===== src/rtl/ssam_pkg.sv =====
package ssam_pkg;

  localparam int IdWidth      = 5;
  localparam int TicksWidth   = 16;
  localparam int CfgDataWidth = 16;
  localparam int CfgIdxWidth  = 1;
  localparam int FrameLen     = 3;

  localparam logic [CfgIdxWidth-1:0] REG_SERVO_ID      = 1'd0;
  localparam logic [CfgIdxWidth-1:0] REG_TIMEOUT_TICKS = 1'd1;

  localparam logic [TicksWidth-1:0] TIMEOUT_RESET = 16'd1000;
  localparam logic [TicksWidth-1:0] COUNT_MAX     = 16'hFFFF;

  localparam logic [7:0] CMD_POS  = 8'h80;
  localparam logic [7:0] CMD_RD   = 8'hA0;
  localparam logic [7:0] SUB_CUR  = 8'h03;
  localparam logic [7:0] SUB_TEMP = 8'h04;

  localparam logic [2:0] FUNC_REQ_POS  = 3'd0;
  localparam logic [2:0] FUNC_REQ_CUR  = 3'd1;
  localparam logic [2:0] FUNC_REQ_TEMP = 3'd2;
  localparam logic [2:0] FUNC_SEND     = 3'd3;
  localparam logic [2:0] FUNC_RX_BYTE  = 3'd4;
  localparam logic [2:0] FUNC_TICK     = 3'd5;

  localparam logic [1:0] ERR_NONE     = 2'd0;
  localparam logic [1:0] ERR_VERIFY   = 2'd1;
  localparam logic [1:0] ERR_ABNORMAL = 2'd2;
  localparam logic [1:0] ERR_TIMEOUT  = 2'd3;

  typedef struct packed {
    logic [2:0]  func;
    logic [13:0] target_position;
    logic [7:0]  rx_byte;
  } in_word_t;

  typedef struct packed {
    logic        tx_valid;
    logic [7:0]  tx_byte;
    logic        tx_last;
    logic        ready_res;
    logic [1:0]  error_code;
    logic [14:0] position;
    logic [7:0]  current;
    logic [7:0]  temperature;
  } out_word_t;

  // everything one processed item hands to the output serialiser
  typedef struct packed {
    logic                       has_tx;
    logic [1:0]                 count;
    logic [FrameLen-1:0][7:0]   frame;
    logic                       ready_res;
    logic [1:0]                 error_code;
    logic [14:0]                position;
    logic [7:0]                 current;
    logic [7:0]                 temperature;
  } burst_t;

endpackage


===== src/rtl/ssam_core.sv =====
module ssam_core
  import ssam_pkg::*;
#(
  parameter int TIMEOUT_DEFAULT = TIMEOUT_RESET
) (
  input  logic                    clk,
  input  logic                    rst,
  input  logic                    in_valid,
  output logic                    in_stall,
  input  in_word_t                in_word,
  input  logic                    cfg_we,
  input  logic [CfgIdxWidth-1:0]  cfg_index,
  input  logic [CfgDataWidth-1:0] cfg_data,
  output logic                    burst_valid,
  input  logic                    burst_ready,
  output burst_t                  burst
);

  logic                     hold_valid;
  in_word_t                 hold;
  logic                     advance;

  logic [IdWidth-1:0]       servo_id;
  logic [TicksWidth-1:0]    timeout_ticks;

  logic [2:0]               pending;
  logic [13:0]              target_hold;
  logic [FrameLen-1:0][7:0] sent_frame;
  logic                     is_read;
  logic [2:0]               reply_index;
  logic                     receiving;
  logic [7:0]               high_part;
  logic [14:0]              position;
  logic [7:0]               current;
  logic [7:0]               temperature;
  logic [1:0]               error;
  logic [TicksWidth-1:0]    tick_count;

  logic [2:0]               pending_next;
  logic [13:0]              target_hold_next;
  logic [FrameLen-1:0][7:0] sent_frame_next;
  logic                     is_read_next;
  logic [2:0]               reply_index_next;
  logic                     receiving_next;
  logic [7:0]               high_part_next;
  logic [14:0]              position_next;
  logic [7:0]               current_next;
  logic [7:0]               temperature_next;
  logic [1:0]               error_next;
  logic [TicksWidth-1:0]    tick_count_next;
  logic [1:0]               nbytes;

  logic [7:0]               echo_byte;
  logic                     cmd_match;
  logic [TicksWidth-1:0]    tick_inc;

  assign in_stall    = hold_valid && !burst_ready;
  assign advance     = hold_valid && burst_ready;
  assign burst_valid = hold_valid;

  always_ff @(posedge clk) begin
    if (rst) begin
      hold_valid <= 1'b0;
    end else if (!in_stall) begin
      hold_valid <= in_valid;
    end
  end

  always_ff @(posedge clk) begin
    if (!in_stall && in_valid) begin
      hold <= in_word;
    end
  end

  always_ff @(posedge clk) begin
    if (rst) begin
      servo_id      <= '0;
      timeout_ticks <= TicksWidth'(TIMEOUT_DEFAULT);
    end else if (cfg_we) begin
      unique case (cfg_index)
        REG_SERVO_ID:      servo_id <= cfg_data[IdWidth-1:0];
        REG_TIMEOUT_TICKS: timeout_ticks <= cfg_data[TicksWidth-1:0];
        default: ;
      endcase
    end
  end

  assign echo_byte = sent_frame[reply_index[1:0]];
  assign cmd_match = (hold.rx_byte[6:0] == sent_frame[0][6:0]);
  assign tick_inc  = (tick_count == COUNT_MAX) ? tick_count : tick_count + TicksWidth'(1);

  always_comb begin
    pending_next     = pending;
    target_hold_next = target_hold;
    sent_frame_next  = sent_frame;
    is_read_next     = is_read;
    reply_index_next = reply_index;
    receiving_next   = receiving;
    high_part_next   = high_part;
    position_next    = position;
    current_next     = current;
    temperature_next = temperature;
    error_next       = error;
    tick_count_next  = tick_count;
    nbytes           = 2'd0;

    unique case (hold.func)
      FUNC_REQ_POS: begin
        error_next       = ERR_NONE;
        target_hold_next = hold.target_position;
        pending_next[0]  = 1'b1;
      end
      FUNC_REQ_CUR: begin
        error_next      = ERR_NONE;
        pending_next[1] = 1'b1;
      end
      FUNC_REQ_TEMP: begin
        error_next      = ERR_NONE;
        pending_next[2] = 1'b1;
      end
      FUNC_SEND: begin
        if (pending[0]) begin
          pending_next[0]    = 1'b0;
          is_read_next       = 1'b0;
          sent_frame_next[0] = CMD_POS | {3'b000, servo_id};
          sent_frame_next[1] = {1'b0, target_hold[13:7]};
          sent_frame_next[2] = {1'b0, target_hold[6:0]};
          nbytes             = 2'd3;
        end else if (pending[1]) begin
          pending_next[1]    = 1'b0;
          is_read_next       = 1'b1;
          sent_frame_next[0] = CMD_RD | {3'b000, servo_id};
          sent_frame_next[1] = SUB_CUR;
          nbytes             = 2'd2;
        end else if (pending[2]) begin
          pending_next[2]    = 1'b0;
          is_read_next       = 1'b1;
          sent_frame_next[0] = CMD_RD | {3'b000, servo_id};
          sent_frame_next[1] = SUB_TEMP;
          nbytes             = 2'd2;
        end
        if (nbytes != 2'd0) begin
          receiving_next   = 1'b1;
          reply_index_next = 3'd0;
          tick_count_next  = '0;
        end
      end
      FUNC_RX_BYTE: begin
        if (receiving) begin
          if (!is_read) begin
            // echo of three bytes, command, then two position bytes
            if (reply_index <= 3'd2) begin
              if (hold.rx_byte == echo_byte) begin
                reply_index_next = reply_index + 3'd1;
              end else begin
                error_next     = ERR_VERIFY;
                receiving_next = 1'b0;
              end
            end else if (reply_index == 3'd3) begin
              if (cmd_match) begin
                reply_index_next = 3'd4;
              end else begin
                error_next     = ERR_VERIFY;
                receiving_next = 1'b0;
              end
            end else if (reply_index == 3'd4) begin
              high_part_next   = hold.rx_byte;
              reply_index_next = 3'd5;
            end else if (reply_index == 3'd5) begin
              position_next  = {high_part, 7'b0} | {7'b0, hold.rx_byte};
              receiving_next = 1'b0;
            end else begin
              error_next     = ERR_ABNORMAL;
              receiving_next = 1'b0;
            end
          end else begin
            // echo of two bytes, command, subcommand, then the value
            if (reply_index <= 3'd1) begin
              if (hold.rx_byte == echo_byte) begin
                reply_index_next = reply_index + 3'd1;
              end else begin
                error_next     = ERR_VERIFY;
                receiving_next = 1'b0;
              end
            end else if (reply_index == 3'd2) begin
              if (cmd_match) begin
                reply_index_next = 3'd3;
              end else begin
                error_next     = ERR_VERIFY;
                receiving_next = 1'b0;
              end
            end else if (reply_index == 3'd3) begin
              if (hold.rx_byte == sent_frame[1]) begin
                reply_index_next = 3'd4;
              end else begin
                error_next     = ERR_VERIFY;
                receiving_next = 1'b0;
              end
            end else if (reply_index == 3'd4) begin
              if (sent_frame[1] == SUB_CUR) begin
                current_next = hold.rx_byte;
              end else if (sent_frame[1] == SUB_TEMP) begin
                temperature_next = hold.rx_byte;
              end
              receiving_next = 1'b0;
            end else begin
              error_next     = ERR_ABNORMAL;
              receiving_next = 1'b0;
            end
          end
        end
      end
      FUNC_TICK: begin
        if (receiving) begin
          tick_count_next = tick_inc;
          if (tick_inc >= timeout_ticks) begin
            error_next     = ERR_TIMEOUT;
            receiving_next = 1'b0;
          end
        end
      end
      default: ;
    endcase
  end

  always_ff @(posedge clk) begin
    if (rst) begin
      pending     <= '0;
      target_hold <= '0;
      sent_frame  <= '0;
      is_read     <= 1'b0;
      reply_index <= '0;
      receiving   <= 1'b0;
      high_part   <= '0;
      position    <= '0;
      current     <= '0;
      temperature <= '0;
      error       <= ERR_NONE;
      tick_count  <= '0;
    end else if (advance) begin
      pending     <= pending_next;
      target_hold <= target_hold_next;
      sent_frame  <= sent_frame_next;
      is_read     <= is_read_next;
      reply_index <= reply_index_next;
      receiving   <= receiving_next;
      high_part   <= high_part_next;
      position    <= position_next;
      current     <= current_next;
      temperature <= temperature_next;
      error       <= error_next;
      tick_count  <= tick_count_next;
    end
  end

  always_comb begin
    burst.has_tx      = (nbytes != 2'd0);
    burst.count       = (nbytes != 2'd0) ? nbytes : 2'd1;
    burst.frame       = sent_frame_next;
    burst.ready_res   = (pending_next == 3'd0) && !receiving_next;
    burst.error_code  = error_next;
    burst.position    = position_next;
    burst.current     = current_next;
    burst.temperature = temperature_next;
  end

  `ifndef SYNTHESIS
  // a position exchange never walks past the sixth reply byte
  assert property (@(posedge clk) disable iff (rst)
    receiving && !is_read |-> reply_index <= 3'd5)
    else $error("position reply index out of range");
  // a read exchange never walks past the fifth reply byte
  assert property (@(posedge clk) disable iff (rst)
    receiving && is_read |-> reply_index <= 3'd4)
    else $error("read reply index out of range");
  // an item that sends a frame always leaves the block receiving
  assert property (@(posedge clk) disable iff (rst)
    advance && burst.has_tx |=> receiving)
    else $error("frame sent without starting reception");
  `endif

endmodule


===== src/rtl/ssam_out.sv =====
module ssam_out
  import ssam_pkg::*;
(
  input  logic      clk,
  input  logic      rst,
  input  logic      burst_valid,
  output logic      burst_ready,
  input  burst_t    burst,
  output logic      out_valid,
  input  logic      out_stall,
  output out_word_t out_word
);

  logic        busy;
  burst_t      cur;
  logic [1:0]  word_idx;
  logic        last;
  logic        take;

  assign last        = (word_idx == cur.count - 2'd1);
  assign take        = out_valid && !out_stall;
  assign burst_ready = !busy || (take && last);
  assign out_valid   = busy;

  always_ff @(posedge clk) begin
    if (rst) begin
      busy     <= 1'b0;
      word_idx <= '0;
    end else if (burst_ready) begin
      busy     <= burst_valid;
      word_idx <= '0;
    end else if (take) begin
      // advance to the next frame byte
      word_idx <= word_idx + 2'd1;
    end
  end

  always_ff @(posedge clk) begin
    if (burst_ready && burst_valid) begin
      cur <= burst;
    end
  end

  always_comb begin
    out_word.tx_valid    = cur.has_tx;
    out_word.tx_byte     = cur.has_tx ? cur.frame[word_idx] : 8'd0;
    out_word.tx_last     = last;
    out_word.ready_res   = cur.ready_res;
    out_word.error_code  = cur.error_code;
    out_word.position    = cur.position;
    out_word.current     = cur.current;
    out_word.temperature = cur.temperature;
  end

  `ifndef SYNTHESIS
  assert property (@(posedge clk) disable iff (rst)
    busy |-> word_idx < cur.count)
    else $error("word index past end of burst");
  assert property (@(posedge clk) disable iff (rst)
    busy && !cur.has_tx |-> cur.count == 2'd1)
    else $error("status-only burst longer than one word");
  assert property (@(posedge clk) disable iff (rst)
    take && !last |=> busy && word_idx == $past(word_idx) + 2'd1)
    else $error("burst word skipped or lost");
  `endif

endmodule


===== src/rtl/serial_servo_async_master_unit.sv =====
// Master of a half-duplex serial servo link. Each input word is a request
// (position, current, temperature), a send, a received line byte or a timeout
// tick; it is processed from the input register and gives one result word,
// or, for a send with a request pending, one word per frame byte (three for a
// position frame, two for a read frame) with tx_last on the final one. A new
// input word is taken every cycle while the result port keeps up; a send that
// emits a frame holds the input while the single result port emits one frame
// byte per cycle, unless out_stall holds it. Between acceptance and the first
// result lie the input hold register and the output burst register. The status
// fields show the state after the item and repeat on every word of a frame.
// The user must write configuration (servo_id, timeout_ticks) only while the
// block is idle; the block itself does not enforce this.
module serial_servo_async_master_unit
  import ssam_pkg::*;
#(
  parameter int TIMEOUT_DEFAULT = TIMEOUT_RESET
) (
  input  logic                    clk,
  input  logic                    rst,
  input  logic                    in_valid,
  output logic                    in_stall,
  input  in_word_t                in_word,
  output logic                    out_valid,
  input  logic                    out_stall,
  output out_word_t               out_word,
  input  logic                    cfg_we,
  input  logic [CfgIdxWidth-1:0]  cfg_index,
  input  logic [CfgDataWidth-1:0] cfg_data
);

  logic   burst_valid;
  logic   burst_ready;
  burst_t burst;

  ssam_core #(
    .TIMEOUT_DEFAULT(TIMEOUT_DEFAULT)
  ) u_core (
    .clk        (clk),
    .rst        (rst),
    .in_valid   (in_valid),
    .in_stall   (in_stall),
    .in_word    (in_word),
    .cfg_we     (cfg_we),
    .cfg_index  (cfg_index),
    .cfg_data   (cfg_data),
    .burst_valid(burst_valid),
    .burst_ready(burst_ready),
    .burst      (burst)
  );

  ssam_out u_out (
    .clk        (clk),
    .rst        (rst),
    .burst_valid(burst_valid),
    .burst_ready(burst_ready),
    .burst      (burst),
    .out_valid  (out_valid),
    .out_stall  (out_stall),
    .out_word   (out_word)
  );

  `ifndef SYNTHESIS
  // a word carrying a frame byte always comes from an exchange in progress
  assert property (@(posedge clk) disable iff (rst)
    out_valid && out_word.tx_valid |-> !out_word.ready_res)
    else $error("frame byte while reporting ready");
  // only frames span several words
  assert property (@(posedge clk) disable iff (rst)
    out_valid && !out_word.tx_last |-> out_word.tx_valid)
    else $error("status word not marked last");
  // an idle line slot carries a zero byte
  assert property (@(posedge clk) disable iff (rst)
    out_valid && !out_word.tx_valid |-> out_word.tx_byte == 8'd0)
    else $error("byte present on status word");
  `endif

endmodule

===== config.mk =====
export PLATFORM = sky130hd
export DESIGN_NAME = serial_servo_async_master_unit
export DESIGN_NICKNAME = d
export VERILOG_FILES = /design/src/rtl/ssam_pkg.sv /design/src/rtl/ssam_core.sv /design/src/rtl/ssam_out.sv /design/src/rtl/serial_servo_async_master_unit.sv
export SDC_FILE = /design/constraint.sdc
export NUM_CORES = 1
export LEC_CHECK = 0
export BUFFER_PORTS_ARGS = -buffer_cell sky130_fd_sc_hd__buf_2
export CAP_MARGIN = 20
export CORE_AREA = 2 2 136 138
export CTS_CLUSTER_DIAMETER = 200
export DETAILED_ROUTE_END_ITERATION = 16
export DIE_AREA = 0 0 138 140
export PLACE_DENSITY = 0.79
export RECOVER_POWER = 50
export SLEW_MARGIN = 0
export SYNTH_ARGS = -nofsm -noshare
export SYNTH_HDL_FRONTEND = slang
export SYNTH_HIERARCHICAL = 1
export SYNTH_SLANG_ARGS = --single-unit

===== constraint.sdc =====
create_clock -name clk -period 5.2 [get_ports clk]
set_clock_uncertainty 0.1 [all_clocks]
set_input_delay 1.04 -clock clk [delete_from_list [all_inputs] [get_ports clk]]
set_output_delay 1.04 -clock clk [all_outputs]
set_load 0.02 [all_outputs]

; ---- Word level (Yosys, flattened, before mapping)
; Cells that the tools add are included.
[totals]
input_bits = 47
wordCells = 194
output_inout_bits = 46
ff_bits = 214
[classes]
bitwise_logic = 5
eq_ne = 24
muxes = 96
reduce_logical = 28
magnitude_cmp = 5
add_sub_neg = 4
[ops]
columns = operator, n
row1 = $mux 8, 21
row2 = $mux 15, 7
row3 = $mux 16, 6
row4 = $mux 2, 21
row5 = $mux 3, 13
row6 = $bmux 8 s2, 2
row7 = $pmux 16 s2, 1
row8 = $mux 24, 1
row9 = $mux 1, 18
row10 = $add 16x1->16 const B, 1
row11 = $eq 16x16->1 const B, 1
row12 = $eq 8x8->1, 2
row13 = $ge 16x16->1, 1
row14 = $ne 5x5->1 const B, 3
row15 = $or 15x8->15, 1
row16 = $eq 3x2->1 const B, 4
row17 = $eq 3x3->1 const B, 4
row18 = $reduce_and 9->1, 1
row19 = $eq 8x2->1 const B, 1
row20 = $eq 8x3->1 const B, 1
row21 = $reduce_bool 2->1, 4
row22 = $eq 7x7->1, 1
row23 = $reduce_and 7->1, 1
row24 = $logic_and 1x1->1, 6
row25 = other kinds (25), 40

; ---- Depth between registers and ports, before layout
[logic_depth]
depth_word = 10
depth_mapped = 15
mapped_depth_nobuf = 14

; ---- Hierarchy
; Netlist, hierarchy kept.
[modules_own_cells]
columns = mod, n_inst, area_each_um2, seq_area_each_um2, cells_per_inst
row1 = ssam_core, 1, 7998.9, 3253.1, 1002
row2 = ssam_out, 1, 2549.9, 1891.8, 157

; ---- Worst setup path after synthesis
; No wires, ideal clock.
[synth_path]
path_type = input port to flip-flop
from = input port out_stall
to = register u_out/cur[34] (netlist bit) (enable)
t_required_ns = 4.599
setup_ns = 0.501
setup_slack_ns = 0.434
n_path_buf = 0
arrival_ns = 4.165
stages = 2
cell_sequence = nand2b_1 -> o22ai_1
[synth_between]
elab_chain_len = 5
[synth_rtl]
columns = element, line
row1 = "start, declared", serial_servo_async_master_unit.sv:24  ; input logic out_stall,
row2 = $logic_not 1->1, ssam_out.sv:21  ; assign take = out_valid && !out_stall;
row3 = $logic_and 1x1->1, ssam_out.sv:21
row4 = $logic_and 1x1->1, ssam_out.sv:22  ; assign burst_ready = !busy || (take && last);
row5 = $logic_or 1x1->1, ssam_out.sv:22
row6 = $logic_and 1x1->1, ssam_out.sv:39  ; if (burst_ready && burst_valid) begin
row7 = "end signal, assigned", ssam_out.sv:40  ; cur <= burst;
row8 = "end, declared", ssam_out.sv:15  ; burst_t cur;
; No other way between the ends.
; A chain may end at the register's enable or synchronous reset.

==> metrics.txt <==
# TYPE chip_impl_metric gauge
chip_impl_metric{name="cts.clk_slew.worst_paths",unit="ps"} 60
chip_impl_metric{name="crit_required",unit="ps"} 5350
chip_impl_info{name="holdPathEnd",value="u_core/temperature[1]$_SDFFE_PP0P_"} 1
chip_impl_metric{name="report.final.slew_viol_count",unit=""} 131
chip_impl_metric{name="synth_simple_gate_area_share",unit="%"} 22.1
chip_impl_metric{name="clk_path_buf_depth",unit=""} 3
chip_impl_metric{name="ctsResizeCount",unit=""} 0
chip_impl_metric{name="reg2reg_depth",unit=""} 12
chip_impl_metric{name="drt_pass1_iterations",unit=""} 7
chip_impl_metric{name="drc",unit=""} 0
chip_impl_metric{name="clock.fmax",unit="MHz"} 237
chip_impl_metric{name="post_synth_xor_area_fraction",unit="%"} 2.32
chip_impl_metric{name="fp.dieH",unit="um"} 140
chip_impl_metric{name="hold_path_depth",unit=""} 2
chip_impl_info{name="synth_top_flop_cell",value="sky130_fd_sc_hd__dfxtp_1"} 1
chip_impl_metric{name="core_area",unit="mm2"} 0.0178
chip_impl_metric{name="met2_length",unit="um"} 11000
chip_impl_metric{name="grt_pass1_vias",unit=""} 7434
chip_impl_metric{name="post-cts-setup-buffer-count",unit=""} 0
chip_impl_info{name="reg2reg_from",value="u_core/tick_count[2]$_SDFFE_PP0P_"} 1
chip_impl_metric{name="post-route-worst-setup-slack",unit="ps"} 989
chip_impl_metric{name="floorplan.rows",unit=""} 49
chip_impl_info{name="startpoint_type",value="flip-flop"} 1
chip_impl_metric{name="yosys.cell_types.count",unit=""} 68
chip_impl_info{name="worst_hold_path_type",value="flip-flop to flip-flop"} 1
chip_impl_metric{name="avgViaCountPerCell",unit=""} 5.71
chip_impl_metric{name="layout.cell_area.non_filler",unit="mm2"} 0.0116
chip_impl_info{name="endpoint_kind",value="flip-flop"} 1
chip_impl_metric{name="nNetsFinal",unit=""} 1250
chip_impl_metric{name="synth.area.mux_share",unit="%"} 6.48
chip_impl_metric{name="ioPinCount",unit=""} 93
chip_impl_metric{name="max_slew_margin",unit="%"} -122
chip_impl_metric{name="irDropWorstVdd",unit="uV"} 276
chip_impl_metric{name="finalHoldWorstSlack",unit="ps"} 350
chip_impl_info{name="topRoutingLayerUsed",value="met4"} 1
chip_impl_metric{name="cap_violations",unit=""} 3
chip_impl_metric{name="clkSinkCount",unit=""} 214
chip_impl_metric{name="synth-edff-count",unit=""} 86
chip_impl_metric{name="worst-endpoint-arrival",unit="ps"} 4370
chip_impl_metric{name="placedCellCount",unit=""} 1385
chip_impl_metric{name="global_route_wire_length_before_repair",unit="um"} 37500
chip_impl_metric{name="power_density",unit="mW/mm2"} 324
chip_impl_metric{name="synth_compound_area_share",unit="%"} 11.1
chip_impl_metric{name="numCtsBuffers",unit=""} 22
chip_impl_metric{name="diodes",unit=""} 0
chip_impl_metric{name="fp.dieArea",unit="mm2"} 0.0193
chip_impl_metric{name="postPlaceCellArea",unit="mm2"} 0.0108
chip_impl_metric{name="die_w",unit="um"} 138
chip_impl_info{name="cts_root_buf",value="sky130_fd_sc_hd__clkbuf_16"} 1
chip_impl_metric{name="syn_nets",unit=""} 1227
chip_impl_metric{name="gpl.final_weighted_congestion",unit=""} 0.911
chip_impl_metric{name="start_util",unit="%"} 59.3
chip_impl_metric{name="synth_area",unit="mm2"} 0.0105
chip_impl_metric{name="met3_wirelength",unit="um"} 1740
chip_impl_metric{name="vias",unit=""} 8149
chip_impl_metric{name="place_ws",unit="ps"} 1190
chip_impl_metric{name="routed_wire_length_per_instance",unit="um"} 16.5
chip_impl_metric{name="post_route_cells_drive_above_1_share",unit="%"} 12.0
chip_impl_metric{name="finalNonFillerCells",unit=""} 1427
chip_impl_metric{name="port_buffers",unit=""} 92
chip_impl_info{name="failed_checks",value="max-capacitance violations, max-slew violations"} 1
chip_impl_metric{name="tightestPinTransition",unit="ps"} 3340
chip_impl_metric{name="syn-instance-count",unit=""} 1159
chip_impl_metric{name="place.detailed.hpwl",unit="um"} 15600
chip_impl_metric{name="totalPowerFinal",unit="mW"} 3.75
chip_impl_info{name="tritoncts",value="done"} 1
chip_impl_metric{name="number_of_hold_buffers_added_after_cts",unit=""} 0
chip_impl_metric{name="finalSetupTns",unit="ps"} 0
chip_impl_metric{name="synth_top_area_share",unit="%"} 24.5
chip_impl_info{name="rr_endpoint",value="u_out/out_word[33]$_DFFE_PP_"} 1
chip_impl_metric{name="grt_max_degree",unit=""} 73
chip_impl_metric{name="initial_antenna_violation_count",unit=""} 0
chip_impl_metric{name="synthAdderAreaFrac",unit="%"} 2.49
chip_impl_info{name="min_from",value="u_core/temperature[1]$_SDFFE_PP0P_"} 1
chip_impl_metric{name="clk_latency",unit="ps"} 500
chip_impl_metric{name="overall_global_routing_usage",unit="%"} 23.5
chip_impl_metric{name="critPathMaxFanout",unit=""} 12
chip_impl_metric{name="synthArstFlopShare",unit="%"} 0
chip_impl_metric{name="ff2ff_setup_slack",unit="ps"} 990
chip_impl_info{name="dominant_combinational_cell_family_by_area_after_synthesis",value="simple AND/OR/NAND/NOR gates"} 1
chip_impl_metric{name="met1_length",unit="um"} 10400
chip_impl_metric{name="aggregate_routed_wire_length",unit="um"} 23600
chip_impl_metric{name="drt.antenna.violating_nets",unit=""} 0
chip_impl_metric{name="setup_viol",unit=""} 0
chip_impl_metric{name="synth-warning-count",unit=""} 6
chip_impl_info{name="rsz0062_at_grt",value="no"} 1
chip_impl_metric{name="synth.yosys.seq_area_share",unit="%"} 48.8
chip_impl_metric{name="grt-ovfl-total",unit=""} 0
chip_impl_info{name="run_status",value="complete, but fails checks"} 1
chip_impl_info{name="critical_path_class",value="flip-flop to flip-flop"} 1
chip_impl_metric{name="timing.final.crit_period",unit="ps"} 4210
chip_impl_metric{name="drtIter0Drc",unit=""} 720
chip_impl_info{name="yosys-top-cells-area",value="sky130_fd_sc_hd__edfxtp_1, sky130_fd_sc_hd__dfxtp_1, sky130_fd_sc_hd__nand2_1, sky130_fd_sc_hd__a21oi_1, sky130_fd_sc_hd__nor2_1"} 1
chip_impl_metric{name="h-tree-depth",unit=""} 1
chip_impl_metric{name="postSynthAreaPerCell",unit="um2"} 9.10
chip_impl_info{name="synth_largest_area_cell",value="sky130_fd_sc_hd__edfxtp_1"} 1
chip_impl_metric{name="total_leakage_power",unit="nW"} 4.37
chip_impl_metric{name="period_share",unit="%"} 81.0
chip_impl_metric{name="final_core_util",unit="%"} 65.0
chip_impl_metric{name="ys_seq_elements",unit=""} 214
chip_impl_metric{name="syn_to_final_growth",unit="%"} 9.55
chip_impl_metric{name="timing_hold_violations_final",unit=""} 0
[cell families after synthesis]
| kind of cell | Yosys count |
|---|---|
| buffers and inverters | 138 |
| AO/OA/AOI/OAI | 197 |
| AND/OR/NAND/NOR | 497 |
| multiplexers | 64 |
| XOR/XNOR | 28 |
| adder cells (fa/ha/maj) | 21 |
| flip-flops | 214 |
[Yosys cell counts (13+ instances only)]
library cell	count
sky130_fd_sc_hd__nor2_1	104
sky130_fd_sc_hd__nand3_1	17
sky130_fd_sc_hd__dfxtp_1	128
sky130_fd_sc_hd__mux2_2	34
sky130_fd_sc_hd__nand2_1	219
sky130_fd_sc_hd__nand2b_1	30
sky130_fd_sc_hd__ha_1	21
sky130_fd_sc_hd__inv_1	31
sky130_fd_sc_hd__buf_4	38
sky130_fd_sc_hd__mux2i_1	30
sky130_fd_sc_hd__nor3_1	28
sky130_fd_sc_hd__a21oi_1	102
sky130_fd_sc_hd__xor2_1	18
sky130_fd_sc_hd__nor2b_1	13
sky130_fd_sc_hd__clkbuf_1	54
sky130_fd_sc_hd__edfxtp_1	86
sky130_fd_sc_hd__o21ai_0	28
[power breakdown]
part	leakage, nW	internal [mW]	total (mW)	switching [mW]
clock network	0.378	1.03	1.67	0.648
logic	2.13	0.0724	0.215	0.143
registers	1.87	1.81	1.86	0.0454
[sequential cells by signal (all words and copies together) (netlist names), 5 cells and up]
| name | count |
|---|---|
| u_core/current | 8 |
| u_core/high_part | 8 |
| u_core/hold | 25 |
| u_core/position | 15 |
| u_core/sent_frame | 24 |
| u_core/servo_id | 5 |
| u_core/target_hold | 14 |
| u_core/temperature | 8 |
| u_core/tick_count | 16 |
| u_core/timeout_ticks | 16 |
| u_out/cur | 26 |
| u_out/out_word | 35 |
[cells in the final DEF (no fill, tap or decap), drive strengths merged, types with 5 or more instances in the layout]
| master | n |
|---|---|
| dfxtp | 128 |
| nand3 | 17 |
| or3 | 7 |
| nor3b | 12 |
| a22oi | 9 |
| o22ai | 6 |
| xor2 | 18 |
| or2 | 9 |
| nand4 | 7 |
| nand2b | 30 |
| mux2 | 34 |
| inv | 33 |
| nor2b | 14 |
| clkbuf | 70 |
| mux2i | 30 |
| a211oi | 6 |
| buf | 64 |
| ha | 21 |
| nand4b | 8 |
| a21oi | 102 |
| nor3 | 28 |
| a31oi | 6 |
| nor4 | 9 |
| nand2 | 219 |
| xnor2 | 10 |
| and3 | 7 |
| and2 | 6 |
| o21ai | 30 |
| nor2 | 105 |
| nand3b | 9 |
| a21boi | 10 |
| clkinv | 5 |
| edfxtp | 86 |
| o221ai | 8 |
[worst max path at each step]
stage	to	cells after the start	start	slack, ps
floorplan	u_out/cur[34]$_DFFE_PP_	2	out_stall	430
global placement	u_out/out_word[33]$_DFFE_PP_	12	u_core/tick_count[2]$_SDFFE_PP0P_	1310
detailed placement	u_out/out_word[33]$_DFFE_PP_	13	u_core/tick_count[2]$_SDFFE_PP0P_	1190
CTS	u_out/out_word[33]$_DFFE_PP_	12	u_core/tick_count[2]$_SDFFE_PP0P_	1120
global route	u_out/out_word[33]$_DFFE_PP_	12	u_core/tick_count[2]$_SDFFE_PP0P_	760
finish	u_out/out_word[33]$_DFFE_PP_	12	u_core/tick_count[2]$_SDFFE_PP0P_	990
[cell type report]
cell class / instances / area (um2)
fill: 1447 / 6220
sequential: 214 / 5140
multi-input combinational: 807 / 4710
clock buffer: 30 / 652
timing repair buffer: 104 / 513
tap: 229 / 287
clock inverter: 10 / 130
inverter: 33 / 124
[critical path, cell delays in order, from the launching register on]
cell                      delay (ps)
sky130_fd_sc_hd__dfxtp_1         480
sky130_fd_sc_hd__nand3_1         160
sky130_fd_sc_hd__nor3_1          480
sky130_fd_sc_hd__nand2_1         330
sky130_fd_sc_hd__and2_1          400
sky130_fd_sc_hd__xor2_1          210
sky130_fd_sc_hd__ha_1            290
sky130_fd_sc_hd__o21ai_0         150
sky130_fd_sc_hd__a21oi_1          50
sky130_fd_sc_hd__o41ai_1         330
sky130_fd_sc_hd__a31oi_1         220
sky130_fd_sc_hd__or4b_1          600
sky130_fd_sc_hd__nor3b_1         170
[metal layers]
| metal | track usage, % | up-vias |
|---|---|---|
| li1 | - | 4014 |
| met1 | 31.9 | 3812 |
| met2 | 38.9 | 295 |
| met3 | 4.72 | 28 |
| met4 | 6.23 | 0 |
| met5 | 0 | - |
(Power assumes the default switching activity.)
